<file path="src/sv/ctl_pkg.sv">
// Package of types, codes and sizes shared by the connection table lookup block.
package ctl_pkg;

   // Number of entries in the connection table.
   localparam int TABLE_ENTRIES = 16;
   localparam int IDX_W = (TABLE_ENTRIES > 1) ? $clog2(TABLE_ENTRIES) : 1;

   // Operation codes carried in the request.
   localparam logic [2:0] OP_ALLOC     = 3'd0;
   localparam logic [2:0] OP_FREE      = 3'd1;
   localparam logic [2:0] OP_INIT      = 3'd2;
   localparam logic [2:0] OP_SET_STATE = 3'd3;
   localparam logic [2:0] OP_FIND      = 3'd4;

   // Entry state codes.
   localparam logic [3:0] ENTRY_FREE   = 4'd0;
   localparam logic [3:0] ENTRY_ALLOC  = 4'd1;
   localparam logic [3:0] ENTRY_CLOSED = 4'd2;
   localparam logic [3:0] ENTRY_LISTEN = 4'd3;

   // Configuration register indexes.
   localparam logic CSR_UDP_CODE = 1'b0;
   localparam logic CSR_TCP_CODE = 1'b1;

   localparam logic [7:0] UDP_CODE_RESET = 8'd17;
   localparam logic [7:0] TCP_CODE_RESET = 8'd6;

   typedef enum logic [1:0] {
      ST_IDLE,
      ST_MODIFY,
      ST_SCAN
   } ctl_fsm_type;

   typedef struct packed {
      logic [2:0]  opcode;
      logic [3:0]  entry_index;
      logic [7:0]  protocol_number;
      logic [31:0] remote_address;
      logic [15:0] remote_port_number;
      logic [31:0] local_address;
      logic [15:0] local_port_number;
      logic [3:0]  new_state;
   } ctl_req_type;

   typedef struct packed {
      logic       found;
      logic [3:0] result_index;
      logic [3:0] result_state;
   } ctl_rsp_type;

   typedef struct packed {
      logic [3:0]  state_code;
      logic [7:0]  protocol;
      logic [31:0] local_address;
      logic [15:0] local_port;
      logic [31:0] remote_address;
      logic [15:0] remote_port;
   } ctl_entry_type;

endpackage

</file>
<file path="src/sv/connection_table_lookup.sv">
// Connection table lookup: a table of connection entries held in one synchronous memory.
//
// Usage. A request transfer takes place at a rising edge where start is high and busy is
// low; req_item carries the opcode, entry index, protocol and address/port tuple. Every
// request gives exactly one response transfer: rsp_strobe is high for one cycle with
// rsp_item, and the receiver cannot hold it off. busy stays high while a request is at
// work, so the next request may be offered in the cycle in which its response shows.
// Operation. Free, init tuple and set state do a read-modify-write of one entry: the
// entry is read as the request is taken and written back from ST_MODIFY, which also
// registers the response. Unused opcodes, an entry index beyond the table and an alloc
// of an unknown protocol answer in the next cycle. Alloc and find walk the table in
// index order, one entry read from memory per cycle, and stop at the first hit, or
// answer a miss after the last entry. The memory read port sets the pace of a scan; no
// new request is taken while one is at work.
// Reset. A synchronous active-high reset marks every entry as never written, so it reads
// as all zero (free) with no clearing pass, and returns the protocol registers to 17
// (datagram) and 6 (stream). csr_ writes take effect at once and must be made only
// while the block is idle; the block itself does not enforce this.
module connection_table_lookup (
   input  logic                 clock,
   input  logic                 reset,
   input  logic                 start,
   output logic                 busy,
   input  ctl_pkg::ctl_req_type req_item,
   output logic                 rsp_strobe,
   output ctl_pkg::ctl_rsp_type rsp_item,
   input  logic                 csr_write_enable,
   input  logic                 csr_index,
   input  logic [7:0]           csr_write_data
);
   import ctl_pkg::*;

   localparam logic [IDX_W-1:0] LAST_ENTRY = IDX_W'(TABLE_ENTRIES - 1);

   // Table storage, and one valid flag per entry so that reset empties the table at once.
   ctl_entry_type      table_mem [TABLE_ENTRIES];
   logic [TABLE_ENTRIES-1:0] valid_ff;

   ctl_fsm_type        state_ff, state_in;
   ctl_req_type        req_ff;
   logic [3:0]         code_ff, code_in;
   logic [IDX_W-1:0]   cnt_ff, cnt_in;
   ctl_entry_type      rd_data_ff;
   logic               rd_valid_ff;
   logic [7:0]         udp_code_ff, tcp_code_ff;
   logic               rsp_strobe_ff, rsp_strobe_in;
   ctl_rsp_type        rsp_ff, rsp_in;

   logic               accept;
   logic               in_table;
   logic               is_udp, is_tcp;
   logic               scan_op, modify_op;
   logic [IDX_W-1:0]   rd_addr;
   logic               mem_we;
   logic [IDX_W-1:0]   mem_waddr;
   ctl_entry_type      mem_wdata;
   ctl_entry_type      entry;
   logic               local_ok, full_ok, listen_ok;
   logic               is_alloc, hit;

   assign accept = start && !busy;
   assign busy   = (state_ff != ST_IDLE);

   // Decode of the request offered on the ports.
   assign in_table  = 32'(req_item.entry_index) < 32'(TABLE_ENTRIES);
   assign is_udp    = (req_item.protocol_number == udp_code_ff);
   assign is_tcp    = (req_item.protocol_number == tcp_code_ff);
   assign scan_op   = ((req_item.opcode == OP_ALLOC) && (is_udp || is_tcp)) ||
                      (req_item.opcode == OP_FIND);
   assign modify_op = ((req_item.opcode == OP_FREE) || (req_item.opcode == OP_INIT) ||
                       (req_item.opcode == OP_SET_STATE)) && in_table;
   // A datagram match wins where both registers hold the same protocol.
   assign code_in   = is_udp ? ENTRY_ALLOC : ENTRY_CLOSED;

   // An entry that was never written since reset reads as all zero.
   assign entry = rd_valid_ff ? rd_data_ff : '0;

   // Match logic for the entry that the memory delivered this cycle.
   assign local_ok  = (entry.local_address == req_ff.local_address) &&
                      (entry.local_port == req_ff.local_port_number) &&
                      (entry.protocol == req_ff.protocol_number);
   assign full_ok   = local_ok && (entry.remote_address == req_ff.remote_address) &&
                      (entry.remote_port == req_ff.remote_port_number) &&
                      (entry.state_code != ENTRY_FREE);
   assign listen_ok = local_ok && (entry.state_code == ENTRY_LISTEN);
   assign is_alloc  = (req_ff.opcode == OP_ALLOC);
   assign hit       = is_alloc ? (entry.state_code == ENTRY_FREE) : (full_ok || listen_ok);

   // Next state.
   always_comb begin
      state_in = state_ff;
      case (state_ff)
         ST_IDLE: begin
            if (accept) begin
               if (scan_op) begin
                  state_in = ST_SCAN;
               end else if (modify_op) begin
                  state_in = ST_MODIFY;
               end
            end
         end
         ST_MODIFY: begin
            state_in = ST_IDLE;
         end
         ST_SCAN: begin
            if (hit || (cnt_ff == LAST_ENTRY)) begin
               state_in = ST_IDLE;
            end
         end
         default: begin
            state_in = ST_IDLE;
         end
      endcase
   end

   // Memory addressing, write-back and response.
   always_comb begin
      rd_addr       = IDX_W'(req_item.entry_index);
      cnt_in        = cnt_ff;
      mem_we        = 1'b0;
      mem_waddr     = cnt_ff;
      mem_wdata     = entry;
      rsp_strobe_in = 1'b0;
      rsp_in        = '0;
      case (state_ff)
         ST_IDLE: begin
            if (accept) begin
               cnt_in = '0;
               if (scan_op) begin
                  rd_addr = '0;
               end else if (!modify_op) begin
                  // Nothing to do in the table: answer with an all-zero response.
                  rsp_strobe_in = 1'b1;
               end
            end
         end
         ST_MODIFY: begin
            mem_we        = 1'b1;
            mem_waddr     = IDX_W'(req_ff.entry_index);
            rsp_strobe_in = 1'b1;
            case (req_ff.opcode)
               OP_FREE: begin
                  mem_wdata.state_code = ENTRY_FREE;
               end
               OP_INIT: begin
                  mem_wdata.remote_address = req_ff.remote_address;
                  mem_wdata.remote_port    = req_ff.remote_port_number;
                  mem_wdata.local_address  = req_ff.local_address;
                  mem_wdata.local_port     = req_ff.local_port_number;
               end
               OP_SET_STATE: begin
                  mem_wdata.state_code = req_ff.new_state;
               end
               default: begin
                  mem_we = 1'b0;
               end
            endcase
         end
         ST_SCAN: begin
            rd_addr = cnt_ff + 1'b1;
            cnt_in  = cnt_ff + 1'b1;
            if (hit) begin
               rsp_strobe_in       = 1'b1;
               rsp_in.found        = 1'b1;
               rsp_in.result_index = 4'(cnt_ff);
               if (is_alloc) begin
                  rsp_in.result_state  = code_ff;
                  mem_we               = 1'b1;
                  mem_wdata.state_code = code_ff;
                  mem_wdata.protocol   = req_ff.protocol_number;
               end else begin
                  rsp_in.result_state = entry.state_code;
               end
            end else if (cnt_ff == LAST_ENTRY) begin
               rsp_strobe_in = 1'b1;
            end
         end
         default: begin
            rsp_in = '0;
         end
      endcase
   end

   // Table memory with a registered read port.
   always_ff @(posedge clock) begin
      if (mem_we) begin
         table_mem[mem_waddr] <= mem_wdata;
      end
      rd_data_ff <= table_mem[rd_addr];
   end

   // Control registers.
   always_ff @(posedge clock) begin
      if (reset) begin
         state_ff      <= ST_IDLE;
         valid_ff      <= '0;
         rd_valid_ff   <= 1'b0;
         rsp_strobe_ff <= 1'b0;
         udp_code_ff   <= UDP_CODE_RESET;
         tcp_code_ff   <= TCP_CODE_RESET;
      end else begin
         state_ff      <= state_in;
         rd_valid_ff   <= valid_ff[rd_addr];
         rsp_strobe_ff <= rsp_strobe_in;
         if (mem_we) begin
            valid_ff[mem_waddr] <= 1'b1;
         end
         if (csr_write_enable) begin
            case (csr_index)
               CSR_UDP_CODE: udp_code_ff <= csr_write_data;
               CSR_TCP_CODE: tcp_code_ff <= csr_write_data;
               default: begin
                  udp_code_ff <= udp_code_ff;
               end
            endcase
         end
      end
   end

   // Payload registers.
   always_ff @(posedge clock) begin
      if (accept) begin
         req_ff  <= req_item;
         code_ff <= code_in;
      end
      cnt_ff <= cnt_in;
      rsp_ff <= rsp_in;
   end

   assign rsp_strobe = rsp_strobe_ff;
   assign rsp_item   = rsp_ff;

   // A response is only ever shown once the block has gone back to idle.
   a_rsp_when_idle: assert property (@(posedge clock) disable iff (reset)
      rsp_strobe_ff |-> (state_ff == ST_IDLE))
      else $error("response shown while a request is still at work");

   // Every accepted request either answers in the next cycle or keeps the block busy.
   a_accept_progress: assert property (@(posedge clock) disable iff (reset)
      accept |=> (rsp_strobe_ff || (state_ff != ST_IDLE)))
      else $error("accepted request neither answered nor in progress");

   // The table is written only while a request is at work.
   a_write_busy: assert property (@(posedge clock) disable iff (reset)
      mem_we |-> (state_ff != ST_IDLE))
      else $error("table written while idle");

   // A successful alloc or find always reports an entry that is in use.
   a_found_state: assert property (@(posedge clock) disable iff (reset)
      (rsp_strobe_ff && rsp_ff.found) |-> (rsp_ff.result_state != ENTRY_FREE))
      else $error("hit reported on a free entry");

   // The scan never runs past the end of the table.
   a_scan_bound: assert property (@(posedge clock) disable iff (reset)
      ((state_ff == ST_SCAN) && (cnt_ff == LAST_ENTRY)) |=> (state_ff == ST_IDLE))
      else $error("scan ran past the last entry");

endmodule

</file>
<file path="config.mk">
export PLATFORM = sky130hd
export DESIGN_NAME = connection_table_lookup
export DESIGN_NICKNAME = d
export VERILOG_FILES = /design/src/sv/ctl_pkg.sv /design/src/sv/connection_table_lookup.sv
export SDC_FILE = /design/constraint.sdc
export NUM_CORES = 2
export LEC_CHECK = 0
export BUFFER_PORTS_ARGS = -buffer_cell sky130_fd_sc_hd__buf_2
export CAP_MARGIN = 20
export CORE_MARGIN = 10
export CORE_UTILIZATION = 40
export CTS_BUF_LIST = sky130_fd_sc_hd__clkbuf_8
export DETAILED_ROUTE_END_ITERATION = 10
export PLACE_DENSITY = 0.53
export SYNTH_ARGS = -nofsm -noshare
export SYNTH_HDL_FRONTEND = slang
export SYNTH_SLANG_ARGS = --single-unit
</file>
<file path="constraint.sdc">
create_clock -name clock -period 10.9 [get_ports clock]
set_input_delay 1.635 -clock clock [delete_from_list [all_inputs] [get_ports clock]]
set_output_delay 1.635 -clock clock [all_outputs]
set_load 0.02 [all_outputs]
</file>
==> results summary <==
The flow ran to the end, and the final reports show no timing, DRC or antenna violations. The cell row count is 162. In this run the clock root is driven by a sky130_fd_sc_hd__clkbuf_8.

The total die area is 215000 um^2. Summed over all cells, the static leakage comes to 31.3 nW. The proportion of register bits with asynchronous set or reset after synthesis came out at 0. Across the whole layout, storage elements account for 58600 um^2.

The weighted congestion at the end of routability-driven global placement came out at 0.820. Yosys attributes the largest share of cell area to sky130_fd_sc_hd__edfxtp_1, sky130_fd_sc_hd__nand2_1, sky130_fd_sc_hd__nand3_1. The clock transition time at the flip-flop clock pins of the worst setup and hold paths is 0.06 ns. The via count of the first global-routing pass came to 49.2k. The number of vias per cell came out at 5.41. Summing all multi-input logic gate instances after layout gives 18500 um^2. The tightest min-delay check is of the flip-flop to flip-flop type. The global-route wire length before repair is 336000 um. The area inside the core boundary came out at 195000 um^2. The most frequent standard cell in the layout excluding fill and tap cells is sky130_fd_sc_hd__edfxtp_1. The worst ir drop on vdd is 0.122 mV. Yosys printed 0 warnings. The insertion delay of the later-clocked pin in the worst-skew pair is 1.04 ns. The number of antenna violations at the first check in global routing came out at 14. In this run the mean area of a mapped cell was 13.4 um^2.

The count of mapped cells out of synthesis is 5858. The critical path capture point type is a flip-flop. The final layout contains 6342 nets. The number of clock sinks came out at 2002. The final layout contains routed wiring with a total length of 229000 um. The minimum clock period is 5.65 ns. After legalization and detailed placement, the total HPWL measured 115000 um.

The worst setup path is of the flip-flop to flip-flop kind. Setup repair after global routing left no endpoint under its margin. The largest clock skew in the final design came out at 0.0523 ns. The total number of H-tree levels is 5.

The overall track demand over capacity in global routing is 0.207. The power density over cell area came out at 181 nW/um^2. The hold buffer count at CTS came out at 0.

The fraction of synthesized cell area taken by the top area cell type came out at 0.706. After detailed routing, the number of remaining DRC violations is 0. TritonCTS built the clock tree. The number of instances resized during post-cts repair came out at 0. Dividing the detail-routed wire length by the instance count gives 25.1 um. The post-detailed-route count of antenna-violating nets is 0. In this run the post-CTS setup repair buffer count came out at 0.

The tightest hold path in the finished design has a slack of 0.466 ns. The synthesized netlist contains 63 unique library cells. The biggest area contributor in the post-synthesis netlist is sky130_fd_sc_hd__edfxtp_1.

The arrival time of data at the critical path endpoint came out at 6.47 ns. 139 I/O pins were placed. The overflow left after global routing is 0. At the pin with the least slew margin, the transition time is 1.20 ns. In this run the vertical extent of the chip is 463 um.

The post-layout total power is 16.2 mW. The startpoint identified for the worst hold timing path is tcp_code_ff[7]. The area added between synthesis and finish is 13.5%. The count of fill cells added during filler insertion is 17.5k.

Once layout is complete, the utilization of the core stands at 0.457. Dividing the final minimum period by the clock period gives 0.519. The final sum of negative setup slack came out at 0 ns. The first-pass iteration count of the detailed router is 5. The fraction of the yosys area taken by sequential cells is 0.745.

In the layout the commonest cells are sky130_fd_sc_hd__edfxtp_1, sky130_fd_sc_hd__nand2_1, sky130_fd_sc_hd__nand3_1, sky130_fd_sc_hd__clkbuf_8, sky130_fd_sc_hd__buf_4. Once routing completed, OpenROAD measured the worst setup slack at 5.25 ns. The number of pins exceeding their max-slew limit in the final report is 0. The synthesized flop and latch total came out at 2002. The signal on the critical path passes through buf_4 -> buf_4 -> nand2_1 -> a211oi_1 -> nand4_1 -> nor4_1 -> nand3_1 -> a22oi_1 -> nand2_1 -> a311oi_1.

In this run the worst path has a maximum fanout of 44. The post-synth net total is 5991. The number of violations of the max-capacitance limit came out at 0. The total vias in the final route is 49.3k. In the synthesized netlist the dominant register cell turns out to be sky130_fd_sc_hd__edfxtp_1. Yosys mapped a number of flops with a built-in enable equal to 1849. The starting density of the core is 0.403. The layout cell share with drive strength beyond 1 came out at 0.145. The number of buffer cells added on primary ports is 138.

Measured against its own limit, the worst slew margin works out to 0.200. The highest achievable clock rate came out at 0.177 GHz. STA classifies the critical path startpoint as a flip-flop.

STA puts the critical path data required time at 11.72 ns. The final count of negative-setup-slack endpoints is 0. The worst-case setup slack after placement is 5.11 ns. The largest net degree at the start of global routing came out at 178. The number of clock buffers added by TritonCTS is 346. The count of routing violations after the opening detailed-route iteration is 4601. The die width came out at 463 um. The most critical setup path has its startpoint at rd_valid_ff. The cell area after synthesis came out at 78600 um^2.

For this run, the slowest stage of the critical path takes 0.82 ns. The maximum number of buffers from clock root to sink is 4. In this run the critical register-to-register path is launched from rd_valid_ff. The largest individual stage delay along the critical path comes from the cell sky130_fd_sc_hd__a311oi_1.

The number of hold-slack violations in the final timing report is 0.
[cell families (layout without fill, tap and decap cells)]
kind of cell / after synthesis / in the layout / share of synthesized area
AO/OA/AOI/OAI: 407 / 407 / 0.0330
multiplexers: 109 / 109 / 0.0311
other: 0 / 15 / 0
AND/OR/NAND/NOR: 2896 / 2896 / 0.163
adder cells (fa/ha/maj): 5 / 5 / 0.000795
flip-flops: 2002 / 2002 / 0.745
XOR/XNOR: 52 / 52 / 0.00579
buffers and inverters: 387 / 997 / 0.0219
[final cells by class]
class                           count  area share
Sequential cell                  2002       0.656
Antenna cell                       15    0.000420
Timing Repair Buffer              345      0.0263
Clock inverter                    214      0.0102
Inverter                           45     0.00195
Multi-Input combinational cell   3469       0.208
Clock buffer                      393      0.0606
Tap cell                         2624      0.0368
[sequential cells by signal, summed over array words and instances (netlist names)]
signal,cells
rd_valid_ff,1
cnt_ff,4
tcp_code_ff,8
table_mem,1728
req_ff,115
udp_code_ff,8
rsp_strobe,1
rd_data_ff,108
rsp_item,9
code_ff,2
state_ff,2
valid_ff,16
[Yosys cell counts, types with 3 or more instances]
cell type	instances
sky130_fd_sc_hd__a21oi_1	23
sky130_fd_sc_hd__a221oi_1	5
sky130_fd_sc_hd__a22o_1	10
sky130_fd_sc_hd__a22oi_1	28
sky130_fd_sc_hd__a31o_2	24
sky130_fd_sc_hd__a31oi_1	116
sky130_fd_sc_hd__a41oi_1	3
sky130_fd_sc_hd__and2_1	6
sky130_fd_sc_hd__and3_1	6
sky130_fd_sc_hd__and4_1	3
sky130_fd_sc_hd__buf_1	15
sky130_fd_sc_hd__buf_2	102
sky130_fd_sc_hd__buf_4	21
sky130_fd_sc_hd__buf_6	8
sky130_fd_sc_hd__clkbuf_1	196
sky130_fd_sc_hd__dfxtp_1	153
sky130_fd_sc_hd__edfxtp_1	1849
sky130_fd_sc_hd__ha_1	5
sky130_fd_sc_hd__inv_1	44
sky130_fd_sc_hd__mux4_2	108
sky130_fd_sc_hd__nand2_1	1581
sky130_fd_sc_hd__nand2b_1	16
sky130_fd_sc_hd__nand3_1	987
sky130_fd_sc_hd__nand3b_1	5
sky130_fd_sc_hd__nand4_1	13
sky130_fd_sc_hd__nor2_1	96
sky130_fd_sc_hd__nor2b_1	117
sky130_fd_sc_hd__nor3_1	10
sky130_fd_sc_hd__nor4_1	19
sky130_fd_sc_hd__nor4bb_1	22
sky130_fd_sc_hd__o2111ai_1	3
sky130_fd_sc_hd__o211ai_1	5
sky130_fd_sc_hd__o21ai_0	142
sky130_fd_sc_hd__o221ai_1	3
sky130_fd_sc_hd__o22ai_1	14
sky130_fd_sc_hd__o2bb2ai_1	3
sky130_fd_sc_hd__o31ai_1	8
sky130_fd_sc_hd__or2_2	4
sky130_fd_sc_hd__or4_1	4
sky130_fd_sc_hd__xnor2_1	39
sky130_fd_sc_hd__xor2_1	13
[critical path: cells and delay by family (launching register included)]
kind,cells,cell delay (ns)
AO/OA/AOI/OAI,3,1.90
flip-flops,1,0.56
AND/OR/NAND/NOR,5,1.75
buffers and inverters,2,1.12
[layer usage]
metal	wire length (um)	global-route usage	share of wire	up-vias
met4	6780	0.0685	0.030	0
met5	0	0	0	-
met2	109000	0.337	0.48	1689
li1	-	-	-	22200
met1	99300	0.286	0.43	25000
met3	13300	0.0307	0.058	407
[worst paths after layout]
check,to,slack [ns],depth (start not counted)
setup / recovery,rsp_strobe,5.25,10
hold reg to reg,tcp_code_ff[7],0.47,2
hold / removal,tcp_code_ff[7],0.47,2
setup reg to reg,rsp_strobe,5.25,10
[power by group]
| part | switching, mW | internal (mW) | leakage (nW) | total (mW) |
|---|---|---|---|---|
| sequential | 0.165 | 8.54 | 18.4 | 8.71 |
| combinational | 0.777 | 0.374 | 9.11 | 1.15 |
| clock | 2.99 | 3.32 | 3.75 | 6.30 |
| total | 3.93 | 12.2 | 31.3 | 16.2 |
[stage by stage]
stage	cells	instance area (um^2)
2_1_floorplan	5858	78600
3_3_place_gp	8480	82900
3_5_place_dp	8480	82900
4_1_cts	9087	89200
5_1_grt	9103	89300
6_report	9107	89300
(Power assumes the default switching activity.)
